<file path="config.mk">
export PLATFORM = sky130hd
export DESIGN_NAME = mhps_ctrl
export DESIGN_NICKNAME = d
export VERILOG_FILES = /design/src/rtl/minhash_pair_similarity_top_assert.svh /design/src/rtl/mhps_pkg.sv /design/src/rtl/mhps_ctrl.sv
export SDC_FILE = /design/constraint.sdc
export NUM_CORES = 1
export LEC_CHECK = 0
export ABC_AREA = 0
export BUFFER_PORTS_ARGS = -buffer_cell sky130_fd_sc_hd__buf_2
export CAP_MARGIN = 30
export CORE_AREA = 4 4 41 43
export DETAILED_ROUTE_END_ITERATION = 6
export DIE_AREA = 0 0 45 47
export HOLD_SLACK_MARGIN = 0.05
export PLACE_DENSITY = 0.46
export SLEW_MARGIN = 20
export SYNTH_ARGS = -nofsm -noshare
export SYNTH_HDL_FRONTEND = slang
export SYNTH_SLANG_ARGS = --single-unit
</file>
<file path="constraint.sdc">
create_clock -name clk -period 2.66 [get_ports clk]
set_input_delay 0 -clock clk [delete_from_list [all_inputs] [get_ports clk]]
set_output_delay 0 -clock clk [all_outputs]
set_load 0.02 [all_outputs]
</file>
<file path="src/rtl/minhash_pair_similarity_top_assert.svh">
// Assertion macros shared by the minhash pair similarity RTL.
// Depends on nothing; included by the files that carry assertions.
`ifndef MINHASH_PAIR_SIMILARITY_TOP_ASSERT_SVH
`define MINHASH_PAIR_SIMILARITY_TOP_ASSERT_SVH

// same-cycle implication, disabled during reset
`define MHPS_ASSERT_HOLDS(label, clk, rst_n, ante, cons, msg) \
    label: assert property (@(posedge clk) disable iff (!rst_n) (ante) |-> (cons)) \
        else $error(msg);

// next-cycle implication, disabled during reset
`define MHPS_ASSERT_NEXT(label, clk, rst_n, ante, cons, msg) \
    label: assert property (@(posedge clk) disable iff (!rst_n) (ante) |=> (cons)) \
        else $error(msg);

`endif

</file>
<file path="src/rtl/mhps_pkg.sv">
// Shared types and codes of the minhash pair similarity block.
// Depends on nothing; imported by the controller, datapath, top level and testbench.
package mhps_pkg;

    // request codes
    localparam logic REQ_LOAD    = 1'b0;
    localparam logic REQ_COMPARE = 1'b1;

    // result status codes
    localparam logic [1:0] STATUS_COMPARED     = 2'd0;
    localparam logic [1:0] STATUS_SAME_RULE    = 2'd1;
    localparam logic [1:0] STATUS_FILTERED     = 2'd2;
    localparam logic [1:0] STATUS_OUT_OF_RANGE = 2'd3;

    // configuration register indexes
    localparam logic CFG_NUM_HASHES = 1'b0;
    localparam logic CFG_NUM_RULES  = 1'b1;

    // configuration reset values
    localparam logic [6:0] NUM_HASHES_RESET = 7'd64;
    localparam logic [8:0] NUM_RULES_RESET  = 9'd0;

    // request beat
    typedef struct packed {
        logic        req_type;
        logic [7:0]  rule_a;
        logic [7:0]  rule_b;
        logic [5:0]  position;
        logic [63:0] hash_value;
        logic        is_constant_rule;
        logic [1:0]  rule_type;
        logic [23:0] head_constant;
    } req_item_t;

    // response beat
    typedef struct packed {
        logic [6:0] match_count;
        logic [1:0] status;
        logic       similar;
    } rsp_item_t;

    // controller to datapath commands
    typedef struct packed {
        logic capture;
        logic load_write;
        logic attr_read;
        logic check;
        logic scan_issue;
        logic out_load;
    } ctl_cmd_t;

    // datapath to controller status
    typedef struct packed {
        logic is_compare;
        logic early_done;
        logic scan_last;
        logic out_free;
    } dp_status_t;

endpackage

</file>
<file path="src/rtl/mhps_ctrl.sv">
// Controller state machine of the minhash pair similarity block.
// Depends on mhps_pkg; drives the datapath through ctl_cmd_t.
module mhps_ctrl import mhps_pkg::*; (
    input  logic       clk,
    input  logic       rst_n,
    input  logic       req_valid,
    output logic       req_ready,
    input  dp_status_t stat,
    output ctl_cmd_t   cmd
);

    typedef enum logic [2:0] {
        S_IDLE,
        S_LOAD,
        S_ATTR,
        S_CHECK,
        S_SCAN,
        S_DRAIN,
        S_DONE
    } state_t;

    state_t state_reg;
    state_t state_next;

    // next state
    always_comb
    begin
        state_next = state_reg;
        case (state_reg)
            S_IDLE:
            begin
                if (req_valid)
                begin
                    state_next = (stat.is_compare) ? S_ATTR : S_LOAD;
                end
            end
            S_LOAD:  state_next = S_IDLE;
            S_ATTR:  state_next = S_CHECK;
            S_CHECK: state_next = (stat.early_done) ? S_DONE : S_SCAN;
            S_SCAN:
            begin
                if (stat.scan_last)
                begin
                    state_next = S_DRAIN;
                end
            end
            S_DRAIN: state_next = S_DONE;
            S_DONE:
            begin
                if (stat.out_free)
                begin
                    state_next = S_IDLE;
                end
            end
            default: state_next = S_IDLE;
        endcase
    end

    // commands decoded from state
    always_comb
    begin
        req_ready      = (state_reg == S_IDLE);
        cmd            = '0;
        cmd.capture    = (state_reg == S_IDLE) && req_valid;
        cmd.load_write = (state_reg == S_LOAD);
        cmd.attr_read  = (state_reg == S_ATTR);
        cmd.check      = (state_reg == S_CHECK);
        cmd.scan_issue = (state_reg == S_SCAN);
        cmd.out_load   = (state_reg == S_DONE) && stat.out_free;
    end

    // state register
    always_ff @(posedge clk or negedge rst_n)
    begin
        if (!rst_n)
        begin
            state_reg <= S_IDLE;
        end
        else
        begin
            state_reg <= state_next;
        end
    end

endmodule

</file>
==> metrics, run 1 <==
status=complete, no violations; total wire length=665 microns; boundary pin count=14; root buffer cell=clkbuf_4; largest net degree at the start of global routing=10; initial core utilization=0.1904; core box area=1301 sq um; Synth area leader=dfrtp_1; CP required=2.66 ns; max incr delay on CP=0.49 ns; Leak Pwr=0.1839 nW; top post-synthesis cells by area=dfrtp_1 (30%), a32oi_1 (7.1%), and2_1 (5.1%); deepest clock path buffer count=2; Worst-Margin Slew=roughly 0.28 ns; Critical path buffers and inverters=2; clk slew on worst S/H paths=0.04 ns; CTS sink count=3; Tcrit/Tclk final=0.4771; initial antenna violation count=0; Max-Slew Margin vs Limit=0.8134; CP arrival=~1.3 ns; vias=around 280; Via density=4.365; Post-CTS Setup Bufs=0; CP delay by family, top=flip-flops; Routed Antenna Nets=0; Die W=~45 microns; layout cells sized above 1=0.3542; Placer Congestion=0.6690; post-synth cell types=20; max reg flops=3; Final Skew=0.002771 ns; DP HPWL=509.8 microns; PD cells=1099 nW/um^2; post-synthesis average cell area=7.992 sq um; Ant. Diodes=0; PortBufs=13; routed len/inst=roughly 11 microns; total congestion overflow=0; Setup CP Type=reg2out; shortest period the worst path allows=1.269 ns; Crit Path Max Fanout=9; Min-Delay Path Class=in2async; TritonRoute pass-1 iters=2; count of final hold-check violations=0; Fin Setup TNS=0 ns; Num CTS Buffers=3; Die Y=between 40 and 50 microns; CTS HTree Levels=1; syn nets=38; Pwr Total=394.7 uW; TritonCTS clock tree=yes; sequential area share after synthesis=0.3030; Slowest cell on crit path=dfrtp_1; Area Overhead vs Synth=44.95%; max cap viols=0; Worst setup EP type=primary output; first-pass GRT wire length=1048 microns; Post-Syn Instances=31; area share of the largest cell type after synthesis=0.3030; setup violation total in the final timing report=0; Residual DRC=0; clk_lat worst skew=0.24 ns; GR Util All Layers=0.07510; mapped cell area=247.7 sq um; RSZ-0062 raised after global routing=false; synth warn=0; vias in the first global route=240; fin. max-slew vios=0; CP Launch Type=flip-flop; CTS resizes=0; nets@finish=56; Filler cells=151; fmax=roughly 800 MHz; die area=2115 sq um; Max VDD drop=0.2653 mV; #FFs+latches synth=3; First DRT Iteration DRCs=2; crit-path cells=inv_1 -> nor3_1 -> buf_2; FP Rows=13
final timing paths:
kind,to,slack (ns),depth (start not counted),start
max reg2reg,state_reg[1],1.56,3,state_reg[0]
min reg2reg,state_reg[0],0.64,1,state_reg[0]
min in group clk,state_reg[1],0.11,3,stat[3]
min,state_reg[0],0.09,2,rst_n
max in group asynchronous,state_reg[1],2.46,2,rst_n
max,cmd[4],1.39,3,state_reg[0]
placed cells by master (no fill, tap or decap), types with 2 or more instances in the layout:
| master | Yosys | final |
|---|---|---|
| dlygate4sd3_1 | 0 | 2 |
| nor2b_1 | 2 | 2 |
| dfrtp_1 | 3 | 3 |
| nand2_1 | 2 | 2 |
| inv_1 | 2 | 2 |
| and2_1 | 2 | 2 |
| o21ai_1 | 2 | 2 |
| nor3_1 | 2 | 2 |
| buf_2 | 0 | 13 |
| clkbuf_4 | 0 | 3 |
| a32oi_1 | 2 | 2 |
| nor2_1 | 3 | 3 |
power by group:
part           switching [mW]  total [mW]  internal, mW
Sequential             0.0401       0.105        0.0646
Clock                  0.0249      0.0812        0.0563
Combinational           0.117       0.209        0.0915
cell type report:
| type | count | area [sq um] | area share |
|---|---|---|---|
| clock buffer | 4 | 26.28 | 0.07317 |
| inverter | 2 | 7.507 | 0.02091 |
| multi-input combinational | 24 | 146.4 | 0.4077 |
| sequential | 3 | 75.07 | 0.2091 |
| tap | 15 | 18.77 | 0.05226 |
| timing repair buffer | 15 | 85.08 | 0.2369 |
per-layer routing:
layer,GRT usage,up-vias,share of wire
li1,-,140,-
met1,0.08884,125,0.44
met4,0.08772,0,0.012
met5,0,-,0
met3,0.02682,2,0.074
met2,0.09605,8,0.48
what timing repair did:
item,in CTS,in global routing
hold buffers,2,0
endpoints found under the hold margin,4,0
endpoints found under the setup margin,0,0
cell usage after synthesis, drive strengths merged:
master and count:
nor2 3, dfrtp 3, inv 2, a21oi 1, nor3 2, nor3b 1
and2 2, o21bai 1, a2bb2oi 1, nand2 2, nand2b 1, buf 2
o21ai 3, nor2b 2, and2b 2, a21o 1, a32oi 2
per-stage QoR:
step                  util  instances  area, sq um  setup WS, ns  hold WS, ns
finish              0.2760         63        359.1         1.391      0.09143
global route        0.2760         63        359.1         1.256       0.1058
CTS                 0.2760         63        359.1         1.383      0.08926
detailed placement  0.2404         57        312.8         1.579      -0.2011
global placement    0.2404         57        312.8         1.582      -0.2017
floorplan                -         31        247.7         1.297      -0.2956
cell families (layout without fill, tap and decap cells):
family                 Yosys count  after routing  share of synthesized area
AOI/OAI and AO/OA                9              9                     0.2475
buffers and inverters            4             21                     0.1061
DFF                              3              3                     0.3030
and+or+nand+nor                 15             15                     0.3435
Power figures use the tool's default switching activity.
==> run 2, diff against run 1 <==
ABC_AREA = 1   (was 0)
PLACE_DENSITY = 0.49   (was 0.46)
clock period = 1.3 ns   (was 2.66 ns; I/O delays follow)
==> metrics, run 2 <==
status=complete, no violations (unchanged); Post-Syn Instances=46 (was 31); Leak Pwr=0.2645 nW (was 0.1839 nW); Worst-Margin Slew=0.2885 ns (was 0.2800 ns); vias in the first global route=288 (was 240); Fin Setup TNS=0 ns (unchanged); area share of the largest cell type after synthesis=0.2667 (was 0.3030); min-delay src=stat[3]; Sw Share=0.5170 (was 0.4618); count of final hold-check violations=0 (unchanged); CTS HTree Levels=1 (unchanged); Clk pwr share=0.181 (was 0.206); core box area=1301 sq um (unchanged); Min-Delay Path Class=in2reg (was in2async); root buffer cell=clkbuf_4 (unchanged); Slowest cell on crit path=dfrtp_1 (unchanged); Num CTS Buffers=3 (unchanged); top-count cell post-synth=nand2_1; Post-CTS Setup Bufs=0 (unchanged); Worst setup EP type=primary output (unchanged); sequential area share after synthesis=0.2667 (was 0.3030); Critical path buffers and inverters=1 (was 2); top post-synthesis cells by area=dfrtp_1 (27%), nand2_1 (16%), inv_1 (12%) (was dfrtp_1 (30%), a32oi_1 (7.1%), and2_1 (5.1%)); Reg2Reg Depth=6 (was 3); syn nets=53 (was 38); Setup CP Type=reg2out (unchanged); Crit Path Max Fanout=6 (was 9); DP HPWL=505.4 microns (was 509.8 microns); TritonCTS clock tree=yes (unchanged); internal power=427.8 uW (was 212.4 uW); net switching power=457.8 uW (was 182.2 uW); routed len/inst=8.597 microns (was 10.56 microns); Synth area leader=dfrtp_1 (unchanged); R2R Setup Slk=0.21 ns (was 1.56 ns); PortBufs=13 (unchanged); Final Instance Area=391.6 sq um (was 359.1 sq um); most instantiated cells after synthesis=nand2_1 (12), inv_1 (9), nand3_1 (6), dfrtp_1 (3), nor2_1 (3) (was dfrtp_1 (3), nor2_1 (3)); GR Util All Layers=0.07126 (was 0.07510); Worst Hold Endpoint=state_reg[0]; most common cell after layout, fill and taps aside=buf_2 (unchanged); CTS sink count=3 (unchanged); critical path depth=4 (was 3); Ant. Diodes=0 (unchanged); RSZ-0062 raised after global routing=false (unchanged); Area Overhead vs Synth=39.11% (was 44.95%); critical register-to-register path startpoint=state_reg[0] (unchanged); CP Launch Point=state_reg[0] (unchanged); max cap viols=0 (unchanged); clk slew on worst S/H paths=0.04 ns (about the same); total congestion overflow=0 (unchanged); CP required=1.30 ns (was 2.66 ns); TritonRoute pass-1 iters=3 (was 2); Max-Slew Margin vs Limit=0.8077 (was 0.8134); Routed Antenna Nets=0 (unchanged); Tcrit/Tclk final=0.9194; total wire length=662 microns (was 665 microns); synth warn=0 (unchanged); boundary pin count=14 (unchanged); initial core utilization=0.2163 (was 0.1904); register share of total power=0.268 (was 0.265); Die Y=47 microns (unchanged); #FFs+latches synth=3 (unchanged); most frequent cells in the layout=buf_2 (13), nand2_1 (12), inv_1 (9), nand3_1 (6) (was buf_2 (13), nor2_1 (3), clkbuf_4 (3), dfrtp_1 (3)); layout cells sized above 1=0.3710 (was 0.3542); Die W=45 microns (unchanged); First DRT Iteration DRCs=1 (was 2); vias=302 (was 275); number of synthesized flops with an enable pin=0 (unchanged); CP arrival=1.20 ns (was 1.27 ns); max reg flops=3 (unchanged); fmax=836.7 MHz; FP Rows=13 (unchanged); area taken by multi-input logic gates=153.9 sq um (was 146.4 sq um); PD cells=2261 nW/um^2 (was 1099 nW/um^2); die area=2115 sq um (unchanged); Max VDD drop=0.6500 mV (was 0.2653 mV); deepest clock path buffer count=2 (unchanged); Residual DRC=0 (unchanged); Async SR Flop Fraction=1.000 (unchanged); initial antenna violation count=0 (unchanged); max incr delay on CP=0.47 ns (was 0.49 ns); Combinational Power Share=0.551 (was 0.529); Final Skew=0.001132 ns (was 0.002771 ns); r2r endpoint=state_reg[2] (was state_reg[1]); worst hold stages=4; largest net degree at the start of global routing=11 (was 10); Placed Instance Area=349.1 sq um (was 312.8 sq um); CP Launch Type=flip-flop (unchanged); Placer Congestion=0.7394 (was 0.6690); shortest period the worst path allows=1.195 ns; first-pass GRT wire length=1076 microns (was 1048 microns); Via density=3.922 (was 4.365); crit-path cells=nor2_4 -> nand2_1 -> nor2_1 -> buf_2 (was inv_1 -> nor3_1 -> buf_2); CP delay by family, top=flip-flops (unchanged); post-synthesis average cell area=6.120 sq um (was 7.992 sq um); mapped cell area=281.5 sq um (was 247.7 sq um); fin. max-slew vios=0 (unchanged); nets@finish=70 (was 56); Filler cells=159 (was 151); clk_lat worst skew=0.23 ns (was 0.24 ns); Reg area=76.32 sq um (was 75.07 sq um); setup violation total in the final timing report=0 (unchanged); Primary FF master, synth=dfrtp_1 (unchanged); post-synth cell types=15 (was 20)
## run 2: cell types whose count changed after synthesis, sizes merged, moves of 2 or more
cell / delta
and2b: -2
inv: +9
nor2: +2
nand3: +7
nand2: +10
nor2b: -2
a32oi: -2
and2: -2
o21ai: -2
## run 2: timing repair
action / CTS / global route
endpoints found under the setup margin: 0 / 2
resized for setup: 0 / 2
hold endpoints to repair: 3 / 0
hold buffers: 1 / 0
## run 2: power by group through the flow
| stage | combinational [mW] | sequential (mW) | clock, mW |
|---|---|---|---|
| finish | 0.488 | 0.237 | 0.160 |
| global route | 0.561 | 0.249 | 0.169 |
| CTS | 0.489 | 0.227 | 0.168 |
| detailed placement | 0.484 | 0.229 | 0 |
| global placement | 0.484 | 0.231 | 0 |
| floorplan | 0.441 | 0.161 | 0 |
## run 2: tightest hold or removal path: stages
cell and delay [ns]:
buf_2 0.09, nand2_1 0.04, nand2_1 0.06, a21oi_1 0.06
## run 2: how the worst max path moves through the flow
stage / slack [ns] / to
5_1_grt: 0.008 / cmd[5]
6_report: 0.10 / cmd[5]
3_5_place_dp: 0.18 / state_reg[2]
4_1_cts: 0.02 / cmd[5]
2_1_floorplan: 0.28 / state_reg[1]
3_3_place_gp: 0.18 / state_reg[2]
## run 2: area by class of cell
cell class | count | share of cell area
Sequential cell | 3 | 0.1949
Inverter | 11 | 0.1054
Multi-Input combinational cell | 30 | 0.3930
Tap cell | 15 | 0.04792
Clock buffer | 4 | 0.06709
Timing Repair Buffer | 14 | 0.1917
## run 2: through the flow
stage | setup slack [ns] | std cells | hold slack, ns | power [mW] | util
2_1_floorplan | 0.2776 | 46 | -0.2956 | 0.6028 | -
3_3_place_gp | 0.1782 | 72 | -0.2022 | 0.7153 | 0.2683
5_1_grt | 0.007634 | 77 | 0.1097 | 0.9795 | 0.3010
4_1_cts | 0.01904 | 77 | 0.06865 | 0.8838 | 0.2962
6_report | 0.1048 | 77 | 0.06754 | 0.8856 | 0.3010
3_5_place_dp | 0.1775 | 72 | -0.2052 | 0.7121 | 0.2683
## run 2: cells by family after synthesis
group,after synthesis,share of synthesized area
and+or+nand+nor,27,0.4666
buffers and inverters,13,0.2044
DFF,3,0.2667
AOI/OAI and AO/OA,3,0.06220
## run 2: layer usage
layer / wire (microns) / up-vias / global-route usage / part of all wire
li1: - / 174 / - / -
met5: 0 / - / 0 / 0
met3: 34 / 0 / 0 / 0.051
met2: 302 / 8 / 0.1073 / 0.46
met4: 0 / 0 / 0.07018 / 0
met1: 326 / 120 / 0.09153 / 0.49
==> run 3, diff against run 2 <==
BUFFER_PORTS_ARGS = not set   (was -buffer_cell sky130_fd_sc_hd__buf_2)
DONT_BUFFER_PORTS = 1   (was not set)
PLACE_DENSITY = 0.4   (was 0.49)
==> metrics, run 3 (same netlist as run 2, synthesis figures left out) <==
status=complete, no violations (unchanged); core box area=1301 sq um (unchanged); internal power=407.3 uW (was 427.8 uW); CP required=1.30 ns (about the same); initial core utilization=0.2163 (unchanged); TritonRoute pass-1 iters=4 (was 3); Placer Congestion=0.6383 (was 0.7394); PD cells=2241 nW/um^2 (was 2261 nW/um^2); Max-Slew Margin vs Limit=0.7444 (was 0.8077); die area=2115 sq um (unchanged); layout cells sized above 1=0.2182 (was 0.3710); CTS HTree Levels=1 (unchanged); most frequent cells in the layout=nand2_1 (12), inv_1 (9), nand3_1 (6), dlygate4sd3_1 (5) (was buf_2 (13), nand2_1 (12), inv_1 (9), nand3_1 (6)); Pwr Total=857.9 uW (was 885.7 uW); Leak Pwr=0.2331 nW (was 0.2645 nW); fmax=818.7 MHz (was 836.7 MHz); fin. max-slew vios=0 (unchanged); net switching power=450.6 uW (was 457.8 uW); clk_lat worst skew=0.23 ns (about the same); largest net degree at the start of global routing=11 (unchanged); first-pass GRT wire length=1069 microns (was 1076 microns); clk slew on worst S/H paths=0.03 ns (was 0.04 ns); vias=291 (was 302); FP Rows=13 (unchanged); Fin Setup TNS=0 ns (unchanged); Routed Antenna Nets=0 (unchanged); Num CTS Buffers=3 (unchanged); Die W=45 microns (unchanged); Clk pwr share=0.191 (was 0.181); register share of total power=0.256 (was 0.268); CP arrival=1.22 ns (was 1.20 ns); total congestion overflow=0 (unchanged); boundary pin count=14 (unchanged); RSZ-0062 raised after global routing=false (unchanged); TritonCTS clock tree=yes (unchanged); Post-CTS Setup Bufs=0 (unchanged); Ant. Diodes=0 (unchanged); GR Util All Layers=0.07267 (was 0.07126); PortBufs=0 (was 13); deepest clock path buffer count=2 (unchanged); max reg flops=3 (unchanged); Combinational Power Share=0.553 (was 0.551); Residual DRC=0 (unchanged); Tcrit/Tclk final=0.9395 (was 0.9194); max cap viols=0 (unchanged); Crit Path Max Fanout=10 (was 6); Reg2Reg Depth=6 (unchanged); Die Y=47 microns (unchanged); vias in the first global route=256 (was 288); routed len/inst=9.400 microns (was 8.597 microns); initial antenna violation count=0 (unchanged); Area Overhead vs Synth=36.00% (was 39.11%); CTS sink count=3 (unchanged); total wire length=658 microns (was 662 microns); nets@finish=63 (was 70); DP HPWL=512.2 microns (was 505.4 microns); root buffer cell=clkbuf_4 (unchanged); shortest period the worst path allows=1.221 ns (was 1.195 ns); worst hold stages=4 (unchanged); Setup CP Type=reg2out (unchanged); setup violation total in the final timing report=0 (unchanged); First DRT Iteration DRCs=1 (unchanged); CP Launch Type=flip-flop (unchanged); Worst setup EP type=primary output (unchanged); Min-Delay Path Class=in2reg (unchanged); count of final hold-check violations=0 (unchanged); Worst-Margin Slew=0.3820 ns (was 0.2885 ns); Filler cells=151 (was 159); Sw Share=0.5252 (was 0.5170); Max VDD drop=0.6723 mV (was 0.6500 mV); most common cell after layout, fill and taps aside=nand2_1 (was buf_2); Via density=4.157 (was 3.922); Final Skew=0.001695 ns (was 0.001132 ns)
-- run 3: repair_timing --
item	in CTS	in global routing
gates cloned	0	0
hold buffers	5	0
hold endpoints to repair	5	0
endpoints found under the setup margin	1	1
resized for setup	1	1
-- run 3: path summary, 6_finish.rpt --
check	from	to	slack (ns)
worst max register to register	state_reg[2]	state_reg[1]	0.20
worst min register to register	state_reg[2]	state_reg[2]	0.68
max in group asynchronous	rst_n	state_reg[2]	0.60
worst min-delay path	stat[1]	state_reg[0]	0.09
worst max-delay path	state_reg[2]	req_ready	0.08
min in group asynchronous	rst_n	state_reg[1]	0.55
-- run 3: area by class of cell --
class | count | area [sq um] | area share
Inverter | 11 | 41.29 | 0.1078
Multi-Input combinational cell | 30 | 156.4 | 0.4085
Sequential cell | 3 | 75.07 | 0.1961
Clock buffer | 4 | 26.28 | 0.06863
Tap cell | 15 | 18.77 | 0.04902
Timing Repair Buffer | 7 | 65.06 | 0.1699
-- run 3: worst max-delay path: stages (launching register included) --
cell and delay [ns]:
dfrtp_1 0.48, nor2_2 0.20, nand2_1 0.13, inv_1 0.18
-- run 3: through the flow --
step                      worst slack [ns]  utilization  cell area, sq um  hold slack, ns  cells
after CTS                          0.04414       0.2904             377.9         0.09153     70
after detailed placement            0.1861       0.2298             299.0         -0.2955     61
after global routing            0.00008482       0.2942             382.9          0.1436     70
after global placement              0.1875       0.2298             299.0         -0.2955     61
after floorplan                     0.2776            -             281.5         -0.2956     46
final                              0.07859       0.2942             382.9         0.08946     70
-- run 3: routing by layer --
layer,up-vias,track usage,routed length [microns]
li1,158,-,-
met1,122,0.1000,337
met2,11,0.09322,270
met3,0,0.04598,50
met4,0,0.01754,0
met5,-,0,0
-- run 3: power by group through the flow --
stage / Combinational (mW) / Clock, mW / Sequential [mW]
after floorplan: 0.441 / 0 / 0.161
after global placement: 0.459 / 0 / 0.224
after detailed placement: 0.454 / 0 / 0.223
after CTS: 0.474 / 0.174 / 0.223
after global routing: 0.539 / 0.190 / 0.230
final: 0.474 / 0.164 / 0.220
